<file path="config.mk">
export PLATFORM = sky130hd
export DESIGN_NAME = config_text_tokenizer_core
export DESIGN_NICKNAME = d
export VERILOG_FILES = /design/src/rtl/cttk_pkg.sv /design/src/rtl/config_text_tokenizer_core.sv /design/src/rtl/cttk_front.sv /design/src/rtl/cttk_fifo.sv /design/src/rtl/cttk_back.sv
export SDC_FILE = /design/constraint.sdc
export NUM_CORES = 1
export LEC_CHECK = 0
export BUFFER_PORTS_ARGS = -buffer_cell sky130_fd_sc_hd__clkbuf_2
export CORE_ASPECT_RATIO = 0.6
export CORE_MARGIN = 3
export CORE_UTILIZATION = 55
export CTS_BUF_LIST = sky130_fd_sc_hd__clkbuf_4 sky130_fd_sc_hd__clkbuf_8 sky130_fd_sc_hd__clkbuf_16
export CTS_CLUSTER_DIAMETER = 40
export DETAILED_ROUTE_END_ITERATION = 16
export PLACE_DENSITY = 0.8
export SLEW_MARGIN = 10
export SYNTH_ARGS = -nofsm -noshare
export SYNTH_HDL_FRONTEND = slang
export SYNTH_SLANG_ARGS = --single-unit
</file>
<file path="constraint.sdc">
create_clock -name i_clk -period 9.7 [get_ports i_clk]
set_input_delay 0.97 -clock i_clk [delete_from_list [all_inputs] [get_ports i_clk]]
set_output_delay 0.97 -clock i_clk [all_outputs]
set_load 0.1 [all_outputs]
</file>
<file path="src/rtl/cttk_pkg.sv">
// Shared types and constants for the configuration text tokenizer.
`default_nettype none

package cttk_pkg;

    localparam int FIFO_DEPTH_DEF = 4;
    localparam int MAX_EVENTS     = 4;

    localparam logic [3:0]  TAB_RESET = 4'd8;
    localparam logic [15:0] POS_MAX   = 16'hFFFF;

    // Event codes
    localparam logic [2:0] EV_OPEN    = 3'd0;
    localparam logic [2:0] EV_BYTE    = 3'd1;
    localparam logic [2:0] EV_CLOSE   = 3'd2;
    localparam logic [2:0] EV_SPECIAL = 3'd3;
    localparam logic [2:0] EV_END     = 3'd4;
    localparam logic [2:0] EV_WARN    = 3'd5;
    localparam logic [2:0] EV_FATAL   = 3'd6;

    // Error codes
    localparam logic [1:0] ERR_NONE      = 2'd0;
    localparam logic [1:0] ERR_STRING    = 2'd1;
    localparam logic [1:0] ERR_BLOCK     = 2'd2;
    localparam logic [1:0] ERR_STRAY_END = 2'd3;

    typedef struct packed {
        logic [2:0] code;
        logic [7:0] tbyte;
        logic [1:0] err;
    } t_evt;

    // All events caused by one byte, with the position after that byte
    typedef struct packed {
        logic [2:0]            cnt;
        t_evt [MAX_EVENTS-1:0] ev;
        logic [15:0]           line;
        logic [15:0]           col;
    } t_bundle;

    // Queue status seen by the back end
    typedef struct packed {
        logic    empty;
        logic    full;
        t_bundle head;
    } t_q_status;

endpackage

`default_nettype wire

</file>
<file path="src/rtl/config_text_tokenizer_core.sv">
// Path: an accepted byte's bundle is written into the bundle queue and then loaded
//   into the back end's bundle register, from which its results are shown.
// Throughput: one byte per cycle is taken while the bundle queue has room; results
//   leave at one per cycle while the output is not stalled.
// Bytes that give no result (whitespace, comments) never touch the queue.
// Reset: synchronous, active low; lexer state, position, tab width and queue clear.
`default_nettype none

module config_text_tokenizer_core #(
    parameter int FIFO_DEPTH = cttk_pkg::FIFO_DEPTH_DEF
) (
    input  wire logic        i_clk,
    input  wire logic        i_rst_n,
    input  wire logic        i_in_valid,
    output      logic        o_in_stall,
    input  wire logic [7:0]  i_byte_req,
    input  wire logic        i_end_of_input,
    input  wire logic        i_cfg_we,
    input  wire logic [3:0]  i_cfg_data,
    output      logic        o_out_valid,
    input  wire logic        i_out_stall,
    output      logic [2:0]  o_event_res,
    output      logic [7:0]  o_token_byte,
    output      logic [1:0]  o_error_code,
    output      logic [15:0] o_line_number,
    output      logic [15:0] o_column_number,
    output      logic        o_last
);
    import cttk_pkg::*;

    logic      push, pop;
    t_bundle   bundle;
    t_q_status qs;

    assign o_in_stall = qs.full;

    cttk_front u_front (
        .i_clk          (i_clk),
        .i_rst_n        (i_rst_n),
        .i_in_valid     (i_in_valid),
        .i_q_full       (qs.full),
        .i_byte_req     (i_byte_req),
        .i_end_of_input (i_end_of_input),
        .i_cfg_we       (i_cfg_we),
        .i_cfg_data     (i_cfg_data),
        .o_push         (push),
        .o_bundle       (bundle)
    );

    cttk_fifo #(
        .DEPTH (FIFO_DEPTH)
    ) u_fifo (
        .i_clk    (i_clk),
        .i_rst_n  (i_rst_n),
        .i_push   (push),
        .i_data   (bundle),
        .i_pop    (pop),
        .o_status (qs)
    );

    cttk_back u_back (
        .i_clk           (i_clk),
        .i_rst_n         (i_rst_n),
        .i_q             (qs),
        .o_pop           (pop),
        .o_out_valid     (o_out_valid),
        .i_out_stall     (i_out_stall),
        .o_event_res     (o_event_res),
        .o_token_byte    (o_token_byte),
        .o_error_code    (o_error_code),
        .o_line_number   (o_line_number),
        .o_column_number (o_column_number),
        .o_last          (o_last)
    );

    a_no_push_when_full: assert property (@(posedge i_clk) disable iff (!i_rst_n)
        push |-> !qs.full) else $error("bundle pushed into full queue");

    a_no_pop_when_empty: assert property (@(posedge i_clk) disable iff (!i_rst_n)
        pop |-> !qs.empty) else $error("bundle popped from empty queue");

    a_fatal_is_last: assert property (@(posedge i_clk) disable iff (!i_rst_n)
        (o_out_valid && (o_event_res == EV_FATAL)) |-> o_last)
        else $error("fatal event not last of its byte");

    a_end_is_last: assert property (@(posedge i_clk) disable iff (!i_rst_n)
        (o_out_valid && (o_event_res == EV_END)) |-> o_last)
        else $error("end event not last of its byte");

    a_last_holds_stalled: assert property (@(posedge i_clk) disable iff (!i_rst_n)
        (o_out_valid && i_out_stall && o_last) |=> (o_out_valid && o_last))
        else $error("final beat lost under stall");

endmodule

`default_nettype wire

</file>
<file path="src/rtl/cttk_front.sv">
// Front end: accepts text bytes, runs the lexer state and forms event bundles.
`default_nettype none

module cttk_front (
    input  wire logic              i_clk,
    input  wire logic              i_rst_n,
    input  wire logic              i_in_valid,
    input  wire logic              i_q_full,
    input  wire logic [7:0]        i_byte_req,
    input  wire logic              i_end_of_input,
    input  wire logic              i_cfg_we,
    input  wire logic [3:0]        i_cfg_data,
    output      logic              o_push,
    output      cttk_pkg::t_bundle o_bundle
);
    import cttk_pkg::*;

    localparam logic [7:0] CH_TAB    = 8'h09;
    localparam logic [7:0] CH_LF     = 8'h0A;
    localparam logic [7:0] CH_SPACE  = 8'h20;
    localparam logic [7:0] CH_QUOTE  = 8'h22;
    localparam logic [7:0] CH_STAR   = 8'h2A;
    localparam logic [7:0] CH_SLASH  = 8'h2F;
    localparam logic [7:0] CH_BSLASH = 8'h5C;

    typedef enum logic [7:0] {
        ST_SKIP   = 8'b0000_0001,
        ST_SLASH  = 8'b0000_0010,
        ST_LINE   = 8'b0000_0100,
        ST_BLOCK  = 8'b0000_1000,
        ST_STRING = 8'b0001_0000,
        ST_STRESC = 8'b0010_0000,
        ST_BARE   = 8'b0100_0000,
        ST_HALT   = 8'b1000_0000
    } t_mode;

    t_mode       r_mode, n_mode;
    logic        r_star, n_star;
    logic [15:0] r_line, n_line;
    logic [15:0] r_col,  n_col;
    logic [3:0]  r_tab;

    logic        accept;
    logic        is_ws, is_spec;
    logic [16:0] col_sum;
    logic [15:0] col_add;
    t_evt [MAX_EVENTS-1:0] ev;
    logic [2:0]  idx;
    logic        run_bare, run_bt;

    function automatic t_evt mk(input logic [2:0] code, input logic [7:0] b,
                                input logic [1:0] err);
        t_evt e;
        e.code  = code;
        e.tbyte = b;
        e.err   = err;
        return e;
    endfunction

    assign accept = i_in_valid && !i_q_full;

    assign is_ws = (i_byte_req == CH_SPACE) ||
                   ((i_byte_req >= CH_TAB) && (i_byte_req <= 8'h0D));
    assign is_spec = (i_byte_req == 8'h3A) || (i_byte_req == 8'h7B) ||
                     (i_byte_req == 8'h7D) || (i_byte_req == 8'h5B) ||
                     (i_byte_req == 8'h5D) || (i_byte_req == 8'h2C) ||
                     (i_byte_req == 8'h3D) || (i_byte_req == CH_BSLASH);

    // Position after this byte
    assign col_add = (i_byte_req == CH_TAB) ? {12'd0, r_tab} : 16'd1;
    assign col_sum = {1'b0, r_col} + {1'b0, col_add};

    always_comb begin
        n_line = r_line;
        n_col  = r_col;
        if (!i_end_of_input) begin
            if (i_byte_req == CH_LF) begin
                n_col = 16'd1;
                if (r_line != POS_MAX) n_line = r_line + 16'd1;
            end else begin
                n_col = col_sum[16] ? POS_MAX : col_sum[15:0];
            end
        end
    end

    // Lexer step: up to four events in order
    always_comb begin
        n_mode   = r_mode;
        n_star   = r_star;
        ev       = '0;
        idx      = 3'd0;
        run_bare = 1'b0;
        run_bt   = 1'b0;
        if (i_end_of_input) begin
            unique case (r_mode)
                ST_BLOCK: begin
                    ev[idx[1:0]] = mk(EV_FATAL, 8'd0, ERR_BLOCK); idx = idx + 3'd1;
                    n_mode = ST_HALT;
                    n_star = 1'b0;
                end
                ST_STRING, ST_STRESC: begin
                    ev[idx[1:0]] = mk(EV_FATAL, 8'd0, ERR_STRING); idx = idx + 3'd1;
                    n_mode = ST_HALT;
                    n_star = 1'b0;
                end
                ST_BARE: begin
                    ev[idx[1:0]] = mk(EV_CLOSE, 8'd0, ERR_NONE); idx = idx + 3'd1;
                    ev[idx[1:0]] = mk(EV_END, 8'd0, ERR_NONE);   idx = idx + 3'd1;
                    n_mode = ST_SKIP;
                    n_star = 1'b0;
                end
                ST_HALT: begin
                end
                default: begin
                    ev[idx[1:0]] = mk(EV_END, 8'd0, ERR_NONE); idx = idx + 3'd1;
                    n_mode = ST_SKIP;
                    n_star = 1'b0;
                end
            endcase
        end else begin
            unique case (r_mode)
                ST_SLASH: begin
                    if (i_byte_req == CH_SLASH) begin
                        n_mode = ST_LINE;
                    end else if (i_byte_req == CH_STAR) begin
                        n_mode = ST_BLOCK;
                        n_star = 1'b0;
                    end else begin
                        // held slash opens a bare name
                        ev[idx[1:0]] = mk(EV_OPEN, 8'd0, ERR_NONE);     idx = idx + 3'd1;
                        ev[idx[1:0]] = mk(EV_BYTE, CH_SLASH, ERR_NONE); idx = idx + 3'd1;
                        run_bare = 1'b1;
                    end
                end
                ST_LINE: begin
                    if (i_byte_req == CH_LF) n_mode = ST_SKIP;
                end
                ST_BLOCK: begin
                    if (r_star && (i_byte_req == CH_SLASH)) begin
                        n_mode = ST_SKIP;
                        n_star = 1'b0;
                    end else begin
                        n_star = (i_byte_req == CH_STAR);
                    end
                end
                ST_STRING: begin
                    if (i_byte_req == CH_BSLASH) begin
                        n_mode = ST_STRESC;
                    end else if (i_byte_req == CH_QUOTE) begin
                        ev[idx[1:0]] = mk(EV_CLOSE, 8'd0, ERR_NONE); idx = idx + 3'd1;
                        n_mode = ST_SKIP;
                    end else begin
                        ev[idx[1:0]] = mk(EV_BYTE, i_byte_req, ERR_NONE); idx = idx + 3'd1;
                    end
                end
                ST_STRESC: begin
                    if (i_byte_req != CH_QUOTE) begin
                        ev[idx[1:0]] = mk(EV_WARN, i_byte_req, ERR_NONE); idx = idx + 3'd1;
                    end
                    ev[idx[1:0]] = mk(EV_BYTE, i_byte_req, ERR_NONE); idx = idx + 3'd1;
                    n_mode = ST_STRING;
                end
                ST_BARE: begin
                    run_bare = 1'b1;
                end
                ST_HALT: begin
                end
                default: begin
                    run_bt = 1'b1;
                end
            endcase

            if (run_bare) begin
                if (is_spec || is_ws) begin
                    ev[idx[1:0]] = mk(EV_CLOSE, 8'd0, ERR_NONE); idx = idx + 3'd1;
                    n_star = 1'b0;
                    run_bt = 1'b1;
                end else begin
                    ev[idx[1:0]] = mk(EV_BYTE, i_byte_req, ERR_NONE); idx = idx + 3'd1;
                    n_mode = ST_BARE;
                end
            end

            if (run_bt) begin
                n_mode = ST_SKIP;
                if (is_ws) begin
                    n_star = 1'b0;
                end else if (i_byte_req == CH_SLASH) begin
                    if (n_star) begin
                        ev[idx[1:0]] = mk(EV_FATAL, 8'd0, ERR_STRAY_END); idx = idx + 3'd1;
                        n_mode = ST_HALT;
                        n_star = 1'b0;
                    end else begin
                        n_mode = ST_SLASH;
                    end
                end else if (i_byte_req == CH_STAR) begin
                    n_star = 1'b1;
                end else begin
                    n_star = 1'b0;
                    if (is_spec) begin
                        ev[idx[1:0]] = mk(EV_SPECIAL, i_byte_req, ERR_NONE); idx = idx + 3'd1;
                    end else if (i_byte_req == CH_QUOTE) begin
                        ev[idx[1:0]] = mk(EV_OPEN, 8'd0, ERR_NONE); idx = idx + 3'd1;
                        n_mode = ST_STRING;
                    end else begin
                        ev[idx[1:0]] = mk(EV_OPEN, 8'd0, ERR_NONE);       idx = idx + 3'd1;
                        ev[idx[1:0]] = mk(EV_BYTE, i_byte_req, ERR_NONE); idx = idx + 3'd1;
                        n_mode = ST_BARE;
                    end
                end
            end
        end
    end

    always_comb begin
        o_bundle.cnt  = idx;
        o_bundle.ev   = ev;
        o_bundle.line = n_line;
        o_bundle.col  = n_col;
    end

    // Halted: take beats and drop them
    assign o_push = accept && (r_mode != ST_HALT) && (idx != 3'd0);

    always_ff @(posedge i_clk) begin
        if (!i_rst_n) begin
            r_mode <= ST_SKIP;
            r_star <= 1'b0;
            r_line <= 16'd1;
            r_col  <= 16'd1;
            r_tab  <= TAB_RESET;
        end else begin
            if (i_cfg_we) r_tab <= i_cfg_data;
            if (accept && (r_mode != ST_HALT)) begin
                r_mode <= n_mode;
                r_star <= n_star;
                r_line <= n_line;
                r_col  <= n_col;
            end
        end
    end

endmodule

`default_nettype wire

</file>
<file path="src/rtl/cttk_fifo.sv">
// Bundle queue between the lexer front end and the event back end.
`default_nettype none

module cttk_fifo #(
    parameter int DEPTH = cttk_pkg::FIFO_DEPTH_DEF
) (
    input  wire logic                i_clk,
    input  wire logic                i_rst_n,
    input  wire logic                i_push,
    input  wire cttk_pkg::t_bundle   i_data,
    input  wire logic                i_pop,
    output      cttk_pkg::t_q_status o_status
);
    import cttk_pkg::*;

    // DEPTH must be at least 2
    localparam int PW = $clog2(DEPTH);
    localparam int CW = $clog2(DEPTH + 1);
    localparam logic [PW-1:0] LAST_PTR = PW'(DEPTH - 1);
    localparam logic [CW-1:0] FULL_CNT = CW'(DEPTH);

    t_bundle       r_mem [DEPTH];
    logic [PW-1:0] r_wr, r_rd;
    logic [CW-1:0] r_cnt;

    always_ff @(posedge i_clk) begin
        if (i_push) r_mem[r_wr] <= i_data;
    end

    always_ff @(posedge i_clk) begin
        if (!i_rst_n) begin
            r_wr  <= '0;
            r_rd  <= '0;
            r_cnt <= '0;
        end else begin
            if (i_push) r_wr <= (r_wr == LAST_PTR) ? '0 : r_wr + PW'(1);
            if (i_pop)  r_rd <= (r_rd == LAST_PTR) ? '0 : r_rd + PW'(1);
            if (i_push && !i_pop)      r_cnt <= r_cnt + CW'(1);
            else if (i_pop && !i_push) r_cnt <= r_cnt - CW'(1);
        end
    end

    always_comb begin
        o_status.empty = (r_cnt == '0);
        o_status.full  = (r_cnt == FULL_CNT);
        o_status.head  = r_mem[r_rd];
    end

endmodule

`default_nettype wire

</file>
<file path="src/rtl/cttk_back.sv">
// Back end: plays out the events of each bundle, one result beat per cycle while the output is not stalled.
`default_nettype none

module cttk_back (
    input  wire logic                i_clk,
    input  wire logic                i_rst_n,
    input  wire cttk_pkg::t_q_status i_q,
    output      logic                o_pop,
    output      logic                o_out_valid,
    input  wire logic                i_out_stall,
    output      logic [2:0]          o_event_res,
    output      logic [7:0]          o_token_byte,
    output      logic [1:0]          o_error_code,
    output      logic [15:0]         o_line_number,
    output      logic [15:0]         o_column_number,
    output      logic                o_last
);
    import cttk_pkg::*;

    logic       r_busy;
    t_bundle    r_bun;
    logic [1:0] r_idx;
    logic       fire, done;
    t_evt       cur;

    assign cur   = r_bun.ev[r_idx];
    assign fire  = r_busy && !i_out_stall;
    assign done  = fire && o_last;
    assign o_pop = !i_q.empty && (!r_busy || done);

    always_ff @(posedge i_clk) begin
        if (!i_rst_n) begin
            r_busy <= 1'b0;
            r_idx  <= '0;
        end else if (o_pop) begin
            r_busy <= 1'b1;
            r_idx  <= '0;
        end else if (done) begin
            r_busy <= 1'b0;
        end else if (fire) begin
            r_idx <= r_idx + 2'd1;
        end
    end

    always_ff @(posedge i_clk) begin
        if (o_pop) r_bun <= i_q.head;
    end

    assign o_out_valid     = r_busy;
    assign o_event_res     = cur.code;
    assign o_token_byte    = cur.tbyte;
    assign o_error_code    = cur.err;
    assign o_line_number   = r_bun.line;
    assign o_column_number = r_bun.col;
    assign o_last          = ({1'b0, r_idx} == (r_bun.cnt - 3'd1));

endmodule

`default_nettype wire
</file>
==> results.md <==
Clock network:
- The TritonCTS clock tree is built.
- The number of sinks on the clock net is about 470.
- The clock latency reported for the late side of the worst-skew pair is between 0.5 and 0.6 ns.
- The number of buffers created by CTS is 44.
- The number of hold buffers added after CTS is 0.
- CTS placed an instance of sky130_fd_sc_hd__clkbuf_16 at the clock tree root.
- In this run the deepest clock path goes through 3 buffers.
- The number of H-tree branching levels is 2.
- Once the clock tree was built, the resizer swapped 0 gates to a different size.
- Once the clock tree was built, the setup fixing pass inserted 0 buffers.
- Clock-pin slew was measured on the worst setup and hold paths at roughly 0.070 ns.

Power and ir drop:
- The sequential power share is 0.435.
- The share of total power dissipated in combinational logic is 0.290.
- Summed over all nets, the switching power comes to between 2 and 2.5 mW.
- Of the total power, the clock network draws 0.275.
- Cell internal power was estimated by the tool at between 4 and 5 mW.
- The analysis attributes to cell leakage a power of about 7.7 nW.
- The switching fraction of total power is 0.359.
- Overall power consumption after layout is estimated at ~6.4 mW.
- Across the VDD grid, the largest voltage drop is between 0.00015 and 0.0002 V.
- Power spread over the standard cell area amounts to ~290 mW/mm^2.

Route:
- The DRC violations left is 0.
- The total wire length after detailed routing is 46600 um.
- The DRC violation total after the first TritonRoute iteration is 1650.
- After detailed routing, the average wire length per cell comes to ~25 um.
- The routed layout has about 12000 vias.
- The first-pass iteration count of the detailed router is 5.
- In this run the remaining antenna-violating nets after routing total 0.
- Dividing the detail-routed via count by the number of cells gives 6.45.

Global route:
- The number of antenna violations at the first check in global routing is 0.
- Across every metal layer, demand over resource in global routing totals 0.243.
- The via count of the first global-routing pass is 11500.
- The first-pass GRT wire length is 71800 um.
- Entering global routing, the biggest net connects 78 pins.
- The total overflow left after global routing is 0.

Hold path:
- The end of the worst hold path is u_front.r_tab[3].
- The cell depth of the worst hold path is 2.
- The path type of the worst min-delay path is reg2reg.
- The worst hold path begins at u_front.r_tab[3].

Setup path:
- The data arrival time of the critical path is around 7.0 ns.
- STA classifies the critical path startpoint as an input port.
- The reg2reg setup slack is about 3.4 ns.
- The worst reg2reg path depth is 19.
- The largest single stage delay on the critical path is about 0.74 ns.
- By startpoint and endpoint, the worst setup path is classified as in2reg.
- Counting stages on the worst path, the most repeated cell is sky130_fd_sc_hd__inv_1.
- The capture point of the worst reg-to-reg path is u_fifo.r_mem[2][81].
- Of all nets on the critical path, the largest fanout is 49.
- The kind of cell with the highest combined delay along the critical path is simple AND/OR/NAND/NOR gates.
- The worst setup path is captured at a flip-flop.
- The critical path contains buffers and inverters numbering 5 combined.
- The startpoint identified for the worst register-to-register timing path is u_front.r_mode[2].
- The worst endpoint required time is just under 10 ns.
- The critical path goes through clkbuf_2, or3_1, or4_4, nand2b_1, nand2_1, inv_1, ha_1, o21a_1, inv_1, ha_1, inv_1, nand2_1, o221ai_1, a311oi_1, mux2i_1, o2bb2ai_1, a21o_1, o21a_4, and2_4, buf_4.
- The critical-path cell with the highest stage delay is sky130_fd_sc_hd__or4_4.

Logic synthesis:
- For this run, the leading register cell type out of synthesis is sky130_fd_sc_hd__edfxtp_1.
- The net count after synthesis is around 1400.
- Sorting the synthesized cells by area gives the leading types as sky130_fd_sc_hd__edfxtp_1 61%, sky130_fd_sc_hd__mux4_2 11%, sky130_fd_sc_hd__dfxtp_1 5.4%, sky130_fd_sc_hd__nor2_1 1.9%, sky130_fd_sc_hd__nand2_1 1.7%.
- sky130_fd_sc_hd__edfxtp_1 takes more of the synthesized area than any other cell.
- The Yosys warning count is 0.
- The share of synthesized area in the top cell type comes to 0.607.
- For this run, the register share of the synthesized area comes to 0.661.
- The synthesized netlist occupies a cell area of just over 0.02 mm^2.
- In this run, distinct cell masters in the synthesized netlist total 90.
- In the synthesized netlist the async set-or-reset flop fraction comes to 0.
- The number of cells produced by synthesis is roughly 1300.
- Synthesis inferred around 470 register bits.
- In this run, synthesis inferred 410 flip-flops with an integrated enable.
- The mean instance size in the synthesized netlist is between 15 and 20 um^2.

Cells and area:
- The sequential cell area is roughly 0.013 mm^2.
- The final cell utilization of the core is 0.624.
- The most common cell after layout, fill and taps aside is sky130_fd_sc_hd__edfxtp_1.
- Once layout is complete, the cells apart from fillers number between 1500 and 2000.
- The top cell types in the final layout, fill and taps aside, are 410 x sky130_fd_sc_hd__edfxtp_1, 100 x sky130_fd_sc_hd__nor2_1, 95 x sky130_fd_sc_hd__mux4_2, 90 x sky130_fd_sc_hd__nand2_1, 66 x sky130_fd_sc_hd__a21oi_1.
- The filler cell count is around 2500.
- The final-stage net count is about 1400.
- The fraction of final layout cells with drive strength greater than 1 is 0.205.
- The area growth from synthesis to final layout is 9.82%.
- After routing the design area is 0.0223 mm^2.
- The multi-input combinational cells in the finished layout cover a total of between 0.006 and 0.007 mm^2.

STA:
- The final worst setup slack is between 2 and 3 ns.
- Across all hold checks on the routed design, the worst slack comes to around 0.49 ns.
- Timing would allow up to 147 MHz.
- The final count of negative-setup-slack endpoints is 0.
- The minimum clock period is 6.80 ns.
- Between clock sinks in the finished design, the worst skew comes to 0.0269 ns.
- The part of the cycle the worst path needs is 0.701.
- Setup total negative slack on the finished layout was measured at 0 ns.
- The total count of hold-check failures in the final report is 0.
- Setup repair after global routing left no endpoint under its margin.
- The final max-slew violation count was 0.
- Measured against its own limit, the worst slew margin works out to 0.216.
- At the pin with the least slew margin, the transition time is 1.18 ns.

Floorplanning:
- The die is 254 um wide.
- The die is ~150 um tall.
- The placement row count is 53.
- 66 I/O pins were placed.
- The die covers a little under 0.04 mm^2.
- The initial utilization of the core area, before any placement, comes to 0.568.
- The area of the core region is approximately 0.036 mm^2.

Run:
- The max-cap check violation count is 0.

Placement:
- The count of buffers from port buffering is 65.
- Once placement completed, the tool counted placed cells totaling between 1500 and 2000.
- The placed instance area is just over 0.02 mm^2.
- The setup slack after placement is between 2 and 2.5 ns.
- The placed wire-length estimate after detailed placement is 30600 um.
- The routability-driven placement congestion ratio is around 0.96.

Status:
- The flow ran to the end, and the final reports show no timing, DRC or antenna violations.
## registers in the layout, summed over array words and instances, names as in the netlist
name / count
u_fifo.r_mem: 328
u_back.o_out_valid: 1
u_back.o_line_number: 16
u_fifo.r_wr: 2
u_front.r_col: 16
u_back.o_column_number: 16
u_front.r_star: 1
u_back.r_idx: 2
u_front.r_tab: 4
u_fifo.r_rd: 2
u_fifo.r_cnt: 3
u_front.r_mode: 8
u_front.r_line: 16
u_back.r_bun: 50
## cell families (layout without fill, tap and decap cells)
family	after synthesis	in the layout	synth area share
flip-flops	465	465	0.661
adder cells (fa/ha/maj)	23	23	0.0149
AND/OR/NAND/NOR	360	360	0.0912
multiplexers	108	108	0.112
AO/OA/AOI/OAI	226	226	0.0754
XOR/XNOR	32	32	0.0138
buffers and inverters	127	183	0.0311
other	0	1	0
## cell type report
| class | instances | area share |
|---|---|---|
| flip-flops and latches | 465 | 0.603 |
| multi-input cells | 749 | 0.281 |
| clock buffers | 47 | 0.0512 |
| well taps | 467 | 0.0262 |
| repair buffers | 78 | 0.0190 |
| clock inverters | 33 | 0.0158 |
| inverters | 25 | 0.00427 |
| diodes | 1 | 0.000112 |
## power groups by stage
stage	Combinational [mW]	Sequential (mW)	Clock, mW
final	1.87	2.79	1.77
after global routing	1.96	2.83	1.87
after CTS	1.88	2.80	1.79
after detailed placement	1.88	2.84	0
after global placement	1.85	2.82	0
after floorplan	1.66	2.75	0
## per-layer routing
metal | part of all wire | global-route usage | routed length [um] | vias up
met2 | 0.41 | 0.319 | 18900 | 694
li1 | - | - | - | 5247
met4 | 0.013 | 0.0442 | 613 | 2
met3 | 0.12 | 0.0697 | 5490 | 55
met5 | 0.0012 | 0.0112 | 55 | -
met1 | 0.46 | 0.403 | 21500 | 6039
## Yosys cell counts (5+ instances only)
cell type	instances
sky130_fd_sc_hd__clkbuf_1	47
sky130_fd_sc_hd__o21ai_1	9
sky130_fd_sc_hd__edfxtp_1	410
sky130_fd_sc_hd__a22oi_1	5
sky130_fd_sc_hd__o21ai_0	42
sky130_fd_sc_hd__xor2_1	17
sky130_fd_sc_hd__mux4_2	95
sky130_fd_sc_hd__nor2b_1	8
sky130_fd_sc_hd__nor3_1	21
sky130_fd_sc_hd__o21a_1	5
sky130_fd_sc_hd__buf_2	6
sky130_fd_sc_hd__inv_1	25
sky130_fd_sc_hd__ha_1	21
sky130_fd_sc_hd__nand4_1	5
sky130_fd_sc_hd__or3_1	12
sky130_fd_sc_hd__o221a_2	6
sky130_fd_sc_hd__nor4_1	10
sky130_fd_sc_hd__and3_1	21
sky130_fd_sc_hd__a31oi_1	15
sky130_fd_sc_hd__nand2_1	90
sky130_fd_sc_hd__nand2b_1	15
sky130_fd_sc_hd__nor2_1	100
sky130_fd_sc_hd__a21oi_1	66
sky130_fd_sc_hd__mux2i_1	11
sky130_fd_sc_hd__and2_1	21
sky130_fd_sc_hd__buf_1	13
sky130_fd_sc_hd__dfxtp_1	55
sky130_fd_sc_hd__nand3_1	23
sky130_fd_sc_hd__a21o_1	13
sky130_fd_sc_hd__xnor2_1	15
sky130_fd_sc_hd__o22a_1	10
sky130_fd_sc_hd__buf_4	33
## how the worst max path moves through the flow
| stage | end | from | slack (ns) | cells after the start |
|---|---|---|---|---|
| 6_report | u_fifo.r_mem[2][81] | i_byte_req[4] | 2.90 | 20 |
| 5_1_grt | u_fifo.r_mem[2][81] | i_byte_req[4] | 2.68 | 20 |
| 4_1_cts | u_fifo.r_mem[2][81] | i_byte_req[4] | 3.00 | 20 |
| 3_5_place_dp | u_fifo.r_mem[0][39] | i_byte_req[4] | 2.44 | 20 |
| 3_3_place_gp | u_fifo.r_mem[3][66] | i_byte_req[4] | 2.64 | 20 |
| 2_1_floorplan | u_fifo.r_mem[0][0] | i_byte_req[4] | 2.77 | 20 |
## worst reg2reg max path, cell delays in order (launching register included)
cell and delay, ns:
sky130_fd_sc_hd__dfxtp_1 0.39, sky130_fd_sc_hd__nor4_1 0.56, sky130_fd_sc_hd__nand4b_1 0.35, sky130_fd_sc_hd__nand2b_1 0.34, sky130_fd_sc_hd__nand2_1 0.16, sky130_fd_sc_hd__inv_1 0.09, sky130_fd_sc_hd__ha_1 0.30, sky130_fd_sc_hd__o21a_1 0.35
sky130_fd_sc_hd__inv_1 0.16, sky130_fd_sc_hd__ha_1 0.29, sky130_fd_sc_hd__inv_1 0.18, sky130_fd_sc_hd__a31o_2 0.14, sky130_fd_sc_hd__o221ai_1 0.12, sky130_fd_sc_hd__a311oi_1 0.34, sky130_fd_sc_hd__mux2i_1 0.25, sky130_fd_sc_hd__o2bb2ai_1 0.18
sky130_fd_sc_hd__a21o_1 0.25, sky130_fd_sc_hd__o21a_4 0.18, sky130_fd_sc_hd__and2_4 0.65, sky130_fd_sc_hd__buf_4 0.61
Power figures use the tool's default switching activity.
